`src/hdl/prl_pkg.sv`:
```
// shared constants, opcodes, status codes and types for the positional record list
// no dependencies; compile first
`default_nettype none

package prl_pkg;

  localparam int CAPACITY    = 16;
  localparam int MAX_RESULTS = 16;
  localparam int IDX_W       = (CAPACITY > 1) ? $clog2(CAPACITY) : 1;
  localparam int CNT_W       = $clog2(CAPACITY + 1);

  localparam int OPC_W  = 4;
  localparam int POS_W  = 5;
  localparam int STAT_W = 3;
  localparam int EIDX_W = 4;
  localparam int ECNT_W = 5;

  localparam logic [OPC_W-1:0] OP_INS_FRONT = 4'd0;
  localparam logic [OPC_W-1:0] OP_INS_BACK  = 4'd1;
  localparam logic [OPC_W-1:0] OP_INS_AT    = 4'd2;
  localparam logic [OPC_W-1:0] OP_DEL_FRONT = 4'd3;
  localparam logic [OPC_W-1:0] OP_DEL_BACK  = 4'd4;
  localparam logic [OPC_W-1:0] OP_DEL_AT    = 4'd5;
  localparam logic [OPC_W-1:0] OP_READ_ALL  = 4'd6;
  localparam logic [OPC_W-1:0] OP_UPDATE    = 4'd7;
  localparam logic [OPC_W-1:0] OP_SEARCH    = 4'd8;

  localparam logic [STAT_W-1:0] ST_OK       = 3'd0;
  localparam logic [STAT_W-1:0] ST_FULL     = 3'd1;
  localparam logic [STAT_W-1:0] ST_EMPTY    = 3'd2;
  localparam logic [STAT_W-1:0] ST_BADPOS   = 3'd3;
  localparam logic [STAT_W-1:0] ST_NOTFOUND = 3'd4;
  localparam logic [STAT_W-1:0] ST_BADOP    = 3'd5;

  typedef struct packed {
    logic signed [31:0] id;
    logic [7:0]         gender;
    logic signed [31:0] salary;
    logic signed [31:0] commission;
  } record_t;

  typedef enum logic [3:0] {
    S_IDLE,
    S_DECODE,
    S_SH_RD,
    S_SH_WR,
    S_STORE,
    S_DEL_DONE,
    S_RA_RD,
    S_RA_OUT,
    S_SR_RD,
    S_SR_CMP,
    S_UP_RD,
    S_UP_WR
  } state_t;

  typedef struct packed {
    logic              in_ready;
    logic [IDX_W-1:0]  raddr;
    logic              we;
    logic [IDX_W-1:0]  waddr;
    logic              wsel_in;
    logic              inc;
    logic              dec;
    logic              load_out;
    logic [STAT_W-1:0] out_status;
    logic [EIDX_W-1:0] out_idx;
    logic              out_rec;
    logic              out_last;
  } dp_cmd_t;

  typedef struct packed {
    logic              in_fire;
    logic [OPC_W-1:0]  opcode;
    logic [POS_W-1:0]  pos;
    logic [CNT_W-1:0]  count;
    logic              out_free;
    logic              key_match;
  } dp_sts_t;

endpackage

`default_nettype wire

```
`src/hdl/prl_if.sv`:
```
// valid/ready channel interfaces for operation beats and result beats
// depends on prl_pkg
`default_nettype none

interface prl_in_if;
  logic                        valid;
  logic                        ready;
  logic [prl_pkg::OPC_W-1:0]   opcode;
  logic [prl_pkg::POS_W-1:0]   position;
  logic signed [31:0]          record_id;
  logic [7:0]                  record_gender;
  logic signed [31:0]          record_salary;
  logic signed [31:0]          record_commission;

  modport source (
    output valid, opcode, position, record_id, record_gender, record_salary,
           record_commission,
    input  ready
  );
  modport sink (
    input  valid, opcode, position, record_id, record_gender, record_salary,
           record_commission,
    output ready
  );
endinterface

interface prl_out_if;
  logic                        valid;
  logic                        ready;
  logic [prl_pkg::STAT_W-1:0]  status;
  logic [prl_pkg::EIDX_W-1:0]  entry_index;
  logic signed [31:0]          out_id;
  logic [7:0]                  out_gender;
  logic signed [31:0]          out_salary;
  logic signed [31:0]          out_commission;
  logic [prl_pkg::ECNT_W-1:0]  entry_count;
  logic                        last;

  modport source (
    output valid, status, entry_index, out_id, out_gender, out_salary, out_commission,
           entry_count, last,
    input  ready
  );
  modport sink (
    input  valid, status, entry_index, out_id, out_gender, out_salary, out_commission,
           entry_count, last,
    output ready
  );
endinterface

`default_nettype wire

```
`src/hdl/positional_record_list_unit.sv`:
```
// Positional record list: an ordered list of up to CAPACITY records
// (id, gender byte, salary, commission) driven by one opcode per beat.
// in_ch carries one operation per beat: insert/delete at front, back or
// a position, read all, update at a position (returns the old record)
// or search by id. out_ch carries result beats with status, index, record,
// entry count after the operation and a last flag; read all gives one beat
// per entry, every other operation exactly one.
// After acceptance the controller enters a decode state, then per operation:
//   errors and unknown opcodes: the error beat loads from the decode state
//   insert/delete: a read and a write state per shifted entry, then store/done
//   update: read, write; search: read+compare per entry; read all: read+out per beat
// The record memory has one read and one write port, so each shifted or
// compared entry takes a read state and a use state. One operation is in
// flight at a time; in_ch.ready is high only when the controller is idle,
// which it is in the cycle after the last result beat enters the result register.
// Reset (rst_n low, synchronous) empties the list; memory contents are not
// cleared. While out_ch.ready is low the result beat holds and the block
// waits before loading the next one.
// depends on prl_pkg, prl_if, prl_ctrl and prl_datapath
`default_nettype none

module positional_record_list_unit (
  input  wire logic clk,
  input  wire logic rst_n,
  prl_in_if.sink    in_ch,
  prl_out_if.source out_ch
);

  prl_pkg::dp_cmd_t cmd;
  prl_pkg::dp_sts_t sts;

  prl_ctrl u_ctrl (
    .clk   (clk),
    .rst_n (rst_n),
    .sts   (sts),
    .cmd   (cmd)
  );

  prl_datapath u_datapath (
    .clk    (clk),
    .rst_n  (rst_n),
    .in_ch  (in_ch),
    .out_ch (out_ch),
    .cmd    (cmd),
    .sts    (sts)
  );

endmodule

`default_nettype wire

```
`src/hdl/prl_datapath.sv`:
```
// datapath: operation latch, record memory, entry count and result register
// depends on prl_pkg and prl_if
`default_nettype none

module prl_datapath (
  input  wire logic             clk,
  input  wire logic             rst_n,
  prl_in_if.sink                in_ch,
  prl_out_if.source             out_ch,
  input  wire prl_pkg::dp_cmd_t cmd,
  output prl_pkg::dp_sts_t      sts
);

  logic                         in_fire;
  logic [prl_pkg::OPC_W-1:0]    opcode_r;
  logic [prl_pkg::POS_W-1:0]    pos_r;
  prl_pkg::record_t             in_rec_r;
  prl_pkg::record_t             rd_r;
  prl_pkg::record_t             wdata;
  prl_pkg::record_t             mem [prl_pkg::CAPACITY];
  logic [prl_pkg::CNT_W-1:0]    count_r;
  logic [prl_pkg::CNT_W-1:0]    count_nxt;
  logic                         out_valid_r;
  logic [prl_pkg::STAT_W-1:0]   status_r;
  logic [prl_pkg::EIDX_W-1:0]   idx_r;
  prl_pkg::record_t             rec_r;
  logic [prl_pkg::CNT_W-1:0]    cnt_out_r;
  logic                         last_r;

  assign in_fire     = in_ch.valid & in_ch.ready;
  assign in_ch.ready = cmd.in_ready;

  always_ff @(posedge clk) begin
    if (in_fire) begin
      opcode_r            <= in_ch.opcode;
      pos_r               <= in_ch.position;
      in_rec_r.id         <= in_ch.record_id;
      in_rec_r.gender     <= in_ch.record_gender;
      in_rec_r.salary     <= in_ch.record_salary;
      in_rec_r.commission <= in_ch.record_commission;
    end
  end

  // record memory, one write and one registered read per cycle
  assign wdata = cmd.wsel_in ? in_rec_r : rd_r;

  always_ff @(posedge clk) begin
    if (cmd.we) begin
      mem[cmd.waddr] <= wdata;
    end
    rd_r <= mem[cmd.raddr];
  end

  always_comb begin
    count_nxt = count_r;
    if (cmd.inc) begin
      count_nxt = count_r + 1'b1;
    end else if (cmd.dec) begin
      count_nxt = count_r - 1'b1;
    end
  end

  always_ff @(posedge clk) begin
    if (!rst_n) begin
      count_r <= '0;
    end else begin
      count_r <= count_nxt;
    end
  end

  // result register
  always_ff @(posedge clk) begin
    if (!rst_n) begin
      out_valid_r <= 1'b0;
    end else if (cmd.load_out) begin
      out_valid_r <= 1'b1;
    end else if (out_ch.ready) begin
      out_valid_r <= 1'b0;
    end
  end

  always_ff @(posedge clk) begin
    if (cmd.load_out) begin
      status_r  <= cmd.out_status;
      idx_r     <= cmd.out_idx;
      rec_r     <= cmd.out_rec ? rd_r : '0;
      cnt_out_r <= count_nxt;
      last_r    <= cmd.out_last;
    end
  end

  assign out_ch.valid          = out_valid_r;
  assign out_ch.status         = status_r;
  assign out_ch.entry_index    = idx_r;
  assign out_ch.out_id         = rec_r.id;
  assign out_ch.out_gender     = rec_r.gender;
  assign out_ch.out_salary     = rec_r.salary;
  assign out_ch.out_commission = rec_r.commission;
  assign out_ch.entry_count    = prl_pkg::ECNT_W'(cnt_out_r);
  assign out_ch.last           = last_r;

  assign sts.in_fire   = in_fire;
  assign sts.opcode    = opcode_r;
  assign sts.pos       = pos_r;
  assign sts.count     = count_r;
  assign sts.out_free  = ~out_valid_r | out_ch.ready;
  assign sts.key_match = (rd_r.id == in_rec_r.id);

endmodule

`default_nettype wire

```
`src/hdl/prl_ctrl.sv`:
```
// controller: decodes the latched operation and sequences shifts, reads, updates and searches
// depends on prl_pkg
`default_nettype none

module prl_ctrl (
  input  wire logic             clk,
  input  wire logic             rst_n,
  input  wire prl_pkg::dp_sts_t sts,
  output prl_pkg::dp_cmd_t      cmd
);

  prl_pkg::state_t           state_r, state_nxt;
  logic [prl_pkg::CNT_W-1:0] ptr_r, ptr_nxt;
  logic [prl_pkg::CNT_W-1:0] at_r, at_nxt;
  logic                      ins_r, ins_nxt;

  always_ff @(posedge clk) begin
    if (!rst_n) begin
      state_r <= prl_pkg::S_IDLE;
      ptr_r   <= '0;
      at_r    <= '0;
      ins_r   <= 1'b0;
    end else begin
      state_r <= state_nxt;
      ptr_r   <= ptr_nxt;
      at_r    <= at_nxt;
      ins_r   <= ins_nxt;
    end
  end

  always_comb begin
    int unsigned                cnt;
    int unsigned                pos;
    int unsigned                p;
    int unsigned                at;
    logic                       err;
    logic [prl_pkg::STAT_W-1:0] err_st;
    logic                       lst;

    cnt    = 32'(sts.count);
    pos    = 32'(sts.pos);
    p      = 32'(ptr_r);
    at     = 0;
    err    = 1'b0;
    err_st = prl_pkg::ST_OK;
    lst    = ((p + 1) == cnt) || ((p + 1) == prl_pkg::MAX_RESULTS);

    state_nxt = state_r;
    ptr_nxt   = ptr_r;
    at_nxt    = at_r;
    ins_nxt   = ins_r;

    cmd            = '0;
    cmd.raddr      = ptr_r[prl_pkg::IDX_W-1:0];
    cmd.waddr      = ptr_r[prl_pkg::IDX_W-1:0];
    cmd.out_idx    = prl_pkg::EIDX_W'(ptr_r);
    cmd.out_status = prl_pkg::ST_OK;

    unique case (state_r)
      prl_pkg::S_IDLE: begin
        cmd.in_ready = 1'b1;
        if (sts.in_fire) begin
          state_nxt = prl_pkg::S_DECODE;
        end
      end

      prl_pkg::S_DECODE: begin
        unique case (sts.opcode) inside
          prl_pkg::OP_INS_FRONT, prl_pkg::OP_INS_BACK, prl_pkg::OP_INS_AT: begin
            at = (sts.opcode == prl_pkg::OP_INS_FRONT) ? 0 :
                 (sts.opcode == prl_pkg::OP_INS_BACK) ? cnt : pos;
            if (cnt >= prl_pkg::CAPACITY) begin
              err    = 1'b1;
              err_st = prl_pkg::ST_FULL;
            end else if (at > cnt) begin
              err    = 1'b1;
              err_st = prl_pkg::ST_BADPOS;
            end else begin
              ptr_nxt   = prl_pkg::CNT_W'(cnt);
              at_nxt    = prl_pkg::CNT_W'(at);
              ins_nxt   = 1'b1;
              state_nxt = (cnt > at) ? prl_pkg::S_SH_RD : prl_pkg::S_STORE;
            end
          end
          prl_pkg::OP_DEL_FRONT, prl_pkg::OP_DEL_BACK, prl_pkg::OP_DEL_AT: begin
            at = (sts.opcode == prl_pkg::OP_DEL_FRONT) ? 0 :
                 (sts.opcode == prl_pkg::OP_DEL_BACK) ? (cnt - 1) : pos;
            if (cnt == 0) begin
              err    = 1'b1;
              err_st = prl_pkg::ST_EMPTY;
            end else if (at >= cnt) begin
              err    = 1'b1;
              err_st = prl_pkg::ST_BADPOS;
            end else begin
              ptr_nxt   = prl_pkg::CNT_W'(at);
              at_nxt    = prl_pkg::CNT_W'(at);
              ins_nxt   = 1'b0;
              state_nxt = ((at + 1) < cnt) ? prl_pkg::S_SH_RD : prl_pkg::S_DEL_DONE;
            end
          end
          prl_pkg::OP_READ_ALL: begin
            if (cnt == 0) begin
              err    = 1'b1;
              err_st = prl_pkg::ST_EMPTY;
            end else begin
              ptr_nxt   = '0;
              state_nxt = prl_pkg::S_RA_RD;
            end
          end
          prl_pkg::OP_UPDATE: begin
            if (cnt == 0) begin
              err    = 1'b1;
              err_st = prl_pkg::ST_EMPTY;
            end else if (pos >= cnt) begin
              err    = 1'b1;
              err_st = prl_pkg::ST_BADPOS;
            end else begin
              ptr_nxt   = prl_pkg::CNT_W'(pos);
              state_nxt = prl_pkg::S_UP_RD;
            end
          end
          prl_pkg::OP_SEARCH: begin
            if (cnt == 0) begin
              err    = 1'b1;
              err_st = prl_pkg::ST_EMPTY;
            end else begin
              ptr_nxt   = '0;
              state_nxt = prl_pkg::S_SR_RD;
            end
          end
          default: begin
            err    = 1'b1;
            err_st = prl_pkg::ST_BADOP;
          end
        endcase
        if (err) begin
          state_nxt = prl_pkg::S_DECODE;
          if (sts.out_free) begin
            cmd.load_out   = 1'b1;
            cmd.out_status = err_st;
            cmd.out_idx    = '0;
            cmd.out_last   = 1'b1;
            state_nxt      = prl_pkg::S_IDLE;
          end
        end
      end

      prl_pkg::S_SH_RD: begin
        cmd.raddr = ins_r ? prl_pkg::IDX_W'(p - 1) : prl_pkg::IDX_W'(p + 1);
        state_nxt = prl_pkg::S_SH_WR;
      end

      prl_pkg::S_SH_WR: begin
        cmd.we = 1'b1;
        if (ins_r) begin
          ptr_nxt   = prl_pkg::CNT_W'(p - 1);
          state_nxt = ((p - 1) > 32'(at_r)) ? prl_pkg::S_SH_RD : prl_pkg::S_STORE;
        end else begin
          ptr_nxt   = prl_pkg::CNT_W'(p + 1);
          state_nxt = ((p + 2) < cnt) ? prl_pkg::S_SH_RD : prl_pkg::S_DEL_DONE;
        end
      end

      prl_pkg::S_STORE: begin
        if (sts.out_free) begin
          cmd.we       = 1'b1;
          cmd.wsel_in  = 1'b1;
          cmd.waddr    = at_r[prl_pkg::IDX_W-1:0];
          cmd.inc      = 1'b1;
          cmd.load_out = 1'b1;
          cmd.out_idx  = prl_pkg::EIDX_W'(at_r);
          cmd.out_last = 1'b1;
          state_nxt    = prl_pkg::S_IDLE;
        end
      end

      prl_pkg::S_DEL_DONE: begin
        if (sts.out_free) begin
          cmd.dec      = 1'b1;
          cmd.load_out = 1'b1;
          cmd.out_idx  = prl_pkg::EIDX_W'(at_r);
          cmd.out_last = 1'b1;
          state_nxt    = prl_pkg::S_IDLE;
        end
      end

      prl_pkg::S_RA_RD: begin
        state_nxt = prl_pkg::S_RA_OUT;
      end

      prl_pkg::S_RA_OUT: begin
        if (sts.out_free) begin
          cmd.load_out = 1'b1;
          cmd.out_rec  = 1'b1;
          cmd.out_last = lst;
          if (lst) begin
            state_nxt = prl_pkg::S_IDLE;
          end else begin
            ptr_nxt   = prl_pkg::CNT_W'(p + 1);
            state_nxt = prl_pkg::S_RA_RD;
          end
        end
      end

      prl_pkg::S_SR_RD: begin
        state_nxt = prl_pkg::S_SR_CMP;
      end

      prl_pkg::S_SR_CMP: begin
        if (sts.key_match) begin
          if (sts.out_free) begin
            cmd.load_out = 1'b1;
            cmd.out_rec  = 1'b1;
            cmd.out_last = 1'b1;
            state_nxt    = prl_pkg::S_IDLE;
          end
        end else if ((p + 1) >= cnt) begin
          if (sts.out_free) begin
            cmd.load_out   = 1'b1;
            cmd.out_status = prl_pkg::ST_NOTFOUND;
            cmd.out_idx    = '0;
            cmd.out_last   = 1'b1;
            state_nxt      = prl_pkg::S_IDLE;
          end
        end else begin
          ptr_nxt   = prl_pkg::CNT_W'(p + 1);
          state_nxt = prl_pkg::S_SR_RD;
        end
      end

      prl_pkg::S_UP_RD: begin
        state_nxt = prl_pkg::S_UP_WR;
      end

      prl_pkg::S_UP_WR: begin
        if (sts.out_free) begin
          cmd.load_out = 1'b1;
          cmd.out_rec  = 1'b1;
          cmd.out_last = 1'b1;
          cmd.we       = 1'b1;
          cmd.wsel_in  = 1'b1;
          state_nxt    = prl_pkg::S_IDLE;
        end
      end

      default: begin
        state_nxt = prl_pkg::S_IDLE;
      end
    endcase
  end

endmodule

`default_nettype wire

```
`src/flat_wrapper.sv`:
```
// flat-port wrapper written by rule: the top's interface ports become plain ports
module positional_record_list_unit_flat 
  (clk, rst_n, in_ch_valid, in_ch_opcode, in_ch_position, in_ch_record_id, in_ch_record_gender, in_ch_record_salary, in_ch_record_commission, in_ch_ready, out_ch_valid, out_ch_status, out_ch_entry_index, out_ch_out_id, out_ch_out_gender, out_ch_out_salary, out_ch_out_commission, out_ch_entry_count, out_ch_last, out_ch_ready);
  prl_in_if in_ch_i ();
  prl_out_if out_ch_i ();
  input  wire logic clk;
  input  wire logic rst_n;
  input wire logic [$bits(in_ch_i.valid)-1:0] in_ch_valid;
  input wire logic [$bits(in_ch_i.opcode)-1:0] in_ch_opcode;
  input wire logic [$bits(in_ch_i.position)-1:0] in_ch_position;
  input wire logic [$bits(in_ch_i.record_id)-1:0] in_ch_record_id;
  input wire logic [$bits(in_ch_i.record_gender)-1:0] in_ch_record_gender;
  input wire logic [$bits(in_ch_i.record_salary)-1:0] in_ch_record_salary;
  input wire logic [$bits(in_ch_i.record_commission)-1:0] in_ch_record_commission;
  output wire logic [$bits(in_ch_i.ready)-1:0] in_ch_ready;
  output wire logic [$bits(out_ch_i.valid)-1:0] out_ch_valid;
  output wire logic [$bits(out_ch_i.status)-1:0] out_ch_status;
  output wire logic [$bits(out_ch_i.entry_index)-1:0] out_ch_entry_index;
  output wire logic [$bits(out_ch_i.out_id)-1:0] out_ch_out_id;
  output wire logic [$bits(out_ch_i.out_gender)-1:0] out_ch_out_gender;
  output wire logic [$bits(out_ch_i.out_salary)-1:0] out_ch_out_salary;
  output wire logic [$bits(out_ch_i.out_commission)-1:0] out_ch_out_commission;
  output wire logic [$bits(out_ch_i.entry_count)-1:0] out_ch_entry_count;
  output wire logic [$bits(out_ch_i.last)-1:0] out_ch_last;
  input wire logic [$bits(out_ch_i.ready)-1:0] out_ch_ready;
  assign in_ch_i.valid = in_ch_valid;
  assign in_ch_i.opcode = in_ch_opcode;
  assign in_ch_i.position = in_ch_position;
  assign in_ch_i.record_id = in_ch_record_id;
  assign in_ch_i.record_gender = in_ch_record_gender;
  assign in_ch_i.record_salary = in_ch_record_salary;
  assign in_ch_i.record_commission = in_ch_record_commission;
  assign in_ch_ready = in_ch_i.ready;
  assign out_ch_valid = out_ch_i.valid;
  assign out_ch_status = out_ch_i.status;
  assign out_ch_entry_index = out_ch_i.entry_index;
  assign out_ch_out_id = out_ch_i.out_id;
  assign out_ch_out_gender = out_ch_i.out_gender;
  assign out_ch_out_salary = out_ch_i.out_salary;
  assign out_ch_out_commission = out_ch_i.out_commission;
  assign out_ch_entry_count = out_ch_i.entry_count;
  assign out_ch_last = out_ch_i.last;
  assign out_ch_i.ready = out_ch_ready;
  positional_record_list_unit u_core (.clk(clk), .rst_n(rst_n), .in_ch(in_ch_i), .out_ch(out_ch_i));
endmodule
```
`config.mk`:
```
export PLATFORM = sky130hd
export DESIGN_NAME = positional_record_list_unit_flat
export DESIGN_NICKNAME = d
export VERILOG_FILES = /design/src/hdl/prl_pkg.sv /design/src/hdl/prl_if.sv /design/src/hdl/positional_record_list_unit.sv /design/src/hdl/prl_datapath.sv /design/src/hdl/prl_ctrl.sv /design/src/flat_wrapper.sv
export SDC_FILE = /design/constraint.sdc
export NUM_CORES = 2
export LEC_CHECK = 0
export BUFFER_PORTS_ARGS = -buffer_cell sky130_fd_sc_hd__buf_4
export CAP_MARGIN = 10
export CORE_UTILIZATION = 40
export DETAILED_ROUTE_END_ITERATION = 8
export GPL_ROUTABILITY_DRIVEN = 0
export SYNTH_ARGS = -nofsm -noshare
export SYNTH_HDL_FRONTEND = slang
export SYNTH_HIERARCHICAL = 1
export SYNTH_SLANG_ARGS = --single-unit
export TNS_END_PERCENT = 50
```
`constraint.sdc`:
```
create_clock -name clk -period 11.6 [get_ports clk]
set_input_delay 1.16 -clock clk [delete_from_list [all_inputs] [get_ports clk]]
set_output_delay 1.16 -clock clk [all_outputs]
set_load 0.02 [all_outputs]
```
==> reports/results.ini <==
[clock_network]
cts-root-to-sink-buffers=3
post_cts_buffers=0
cts_root_buf=clkbuf_16
cts_made_buffers=204
numClockSinks=2019
hold_buffers=0
post_cts_resized=0
cts.clk_slew.worst_paths_ps=70
clock_tree.htree_level_count=4
clk-insertion-delay-late_ps=860
cts_tree=yes

[critical_path]
crit_start=u_core/u_datapath/opcode_r[3]
r2r_setup_slack_ps=6140
ff2ff_path_depth=13
cp_slowest_cell=nor4b_4
cpLargestDelayFamily=compound AO/OA/AOI/OAI gates
r2r-start=u_core/u_datapath/opcode_r[3]
critical_path_depth_in_cells=13
timing.critical_path.buf_inv=2
critical-path-max-stage-delay_ps=830
kind_of_end_point_of_the_critical_path=register
cp_data_arrival_time_ps=5890
crit_path_start_kind=register
r2r_end=u_core/u_datapath/out_ch.out_commission[19]
criticalPathCategory=register to register
worstSetupEndpoint=u_core/u_datapath/out_ch.out_commission[19]
worst-path-max-fanout=52
critPathRequiredTime_ps=12030
critical_path.cell_chain=nor4b_4 > nor2_1 > a211oi_1 > inv_1 > ha_1 > nand2b_1 > a2111oi_0 > o21ai_0 > a211oi_2 > a21oi_1 > nand2_1 > nand2_4 > buf_4

[die]
io-pin-count=236
rows=160
core_region_area_um2=191000
initial_utilization_pct=40.4
die_width_um=441
die_height_um=441
die-area_um2=194000

[logic_synthesis]
syn_nets=3823
syn-cell-area_um2=77000
synth.distinct_cells=70
ys.warnings.count=6
synthCells=3655
synthTopCellsByArea=edfxtp_1, mux4_2, dfxtp_1
synth-seq-cells=2019
yosysTopAreaCellShare_pct=73.9
synth_enable_flop_cells=1894
synth.largest_area_cell=edfxtp_1
synth_seq_area_share_pct=77.2
postSynthAreaPerCell_um2=21.1
async_reset_ff_share_pct=0
synth_ff_type=edfxtp_1

[grt]
antenna_found_initial=9
grt_max_degree=141
grt_pass1_vias=38061
global_route.overflow_total=0
wire_length_of_the_first_global_routing_pass_um=263000
grt_usage_pct=18.6

[timing]
max_slew.worst_pin.slew_ps=1140
min_period_over_period_pct=47.1
timing.final.max_slew_violations=0
max_freq_mhz=183
max-slew-margin-rel_pct=24.1
setup_viol_count_final=0
min_period_ps=5460
rsz0062_at_grt=false
clock_skew_ps=41.8
timing.final.hold_violations=0
tns_setup_ps=0

[placement]
post-dp-hpwl_um=92400
port_buffers=235
placed_cell_area_um2=81700

[job]
drv.max_cap_violation_count=0

[drt]
drc=0
drt-initial-drc-count=3766
drtPass1Iterations=7
finalWirelength_um=180000
detail-route-antenna-nets=0
dr_total_vias=36892
avgRoutedWirePerCell_um=27.1
detail_route.vias_per_cell=5.54

[power_and_ir_drop]
standby_leakage_power_nw=27.9
irDropWorstVdd_mv=0.141
power-per-cell-area_nw_per_um2=185

[final_layout]
most-common-layout-cells=edfxtp_1, mux4_2, buf_4, a22oi_1, clkbuf_16
layout-area-overhead-vs-synth_pct=15.0
finish.instance_area_um2=88500
drive_above_1_share_pct=28.2
final_util_pct=46.4
leading_cell_type_in_the_layout_fill_and_taps_excluded=edfxtp_1
design.final.nets=4133

[worst_hold_path]
hold_path_class=input pin to register

[outcome]
outcome=complete, no violations

[where the power goes]
group / total (W) / switching, W / internal (W)
clock: 0.00661 / 0.00281 / 0.00380
sequential: 0.00852 / 0.000134 / 0.00839
combinational: 0.00122 / 0.000800 / 0.000415
total: 0.0164 / 0.00374 / 0.0126
[worst min-delay path by stage]
stage                                             endpoint                        from  slack [ps]  cells after the start
3_5_place_dp   u_core/u_datapath/out_ch.out_commission[15]  u_core/u_datapath/rd_r[15]         520                      1
3_3_place_gp                         u_core/u_ctrl/at_r[1]       u_core/u_ctrl/at_r[1]         510                      2
5_1_grt                         u_core/u_datapath/pos_r[4]           in_ch_position[4]         430                      1
2_1_floorplan                        u_core/u_ctrl/at_r[1]       u_core/u_ctrl/at_r[1]         490                      2
6_report                    u_core/u_datapath/in_rec_r[34]      in_ch_record_salary[2]         480                      1
4_1_cts                         u_core/u_datapath/pos_r[4]           in_ch_position[4]         390                      1
[registers in the layout, indices dropped and copies added, names as in the netlist, 5 cells and up]
| signal | flops |
|---|---|
| u_core/u_datapath/rd_r | 104 |
| u_core/u_datapath/out_ch.out_commission | 32 |
| u_core/u_datapath/out_ch.out_salary | 32 |
| u_core/u_datapath/pos_r | 5 |
| u_core/u_datapath/out_ch.out_gender | 8 |
| u_core/u_datapath/mem | 1664 |
| u_core/u_datapath/out_ch.entry_count | 5 |
| u_core/u_ctrl/at_r | 5 |
| u_core/u_ctrl/ptr_r | 5 |
| u_core/u_datapath/count_r | 5 |
| u_core/u_datapath/in_rec_r | 104 |
| u_core/u_datapath/out_ch.out_id | 32 |
[stage by stage]
stage                     setup WS (ps)  hold WS, ps  instances  power (W)
after global placement             5750          512       6270    0.00988
after CTS                          6180          393       6654     0.0165
final                              6140          483       6658     0.0164
after global routing               5730          426       6655     0.0169
after detailed placement           5700          515       6270    0.00990
after floorplan                    1330          491       3655    0.00939
[final cells by class]
class	instances	area [um2]
clock buffer	284	5700
sequential	2019	59400
fill	15806	102000
timing repair buffer	292	2340
antenna	4	10.0
tap	2511	3140
clock inverter	100	1120
inverter	30	113
multi-input combinational	1418	16700
[Yosys cell counts (7+ instances only)]
library cell  count
xnor2_1          13
mux2_2          106
nand2_1         145
nor3_1           14
xor2_1           41
nand4_1          13
clkbuf_1        104
nand3_1          15
and2_1          115
edfxtp_1       1894
buf_1            16
a22oi_1         208
nor4_1           10
dfxtp_1         125
nand2b_1         18
buf_6            21
nor2_1           56
a211oi_1         13
buf_2            31
inv_1            28
buf_4            14
a31oi_1           9
a21oi_1          35
mux4_2          416
ha_1             51
and3_1            7
o21ai_0          33
nor2b_1          10
[metal layers]
metal	wire [um]	GRT usage [%]	part of all wire, %	vias to the layer above
met5	42	0	0.023	-
met4	4560	5.50	2.5	8
met3	10500	2.87	5.8	262
met2	86500	29.6	48	1192
met1	78800	26.5	44	19702
li1	-	-	-	15728
[logic make-up (layout without fill, tap and decap cells)]
logic type / after synthesis / count (layout) / synth area share, %
adders and majority gates: 51 / 51 / 0.829
AOI/OAI and AO/OA: 361 / 361 / 3.39
buffers and inverters: 218 / 706 / 1.39
muxes: 524 / 524 / 13.8
xor gates and xnor gates: 54 / 54 / 0.615
DFF: 2019 / 2019 / 77.2
other: 0 / 4 / 0
and+or+nand+nor: 428 / 428 / 2.87
No activity file was read; power rests on OpenSTA's default activity.
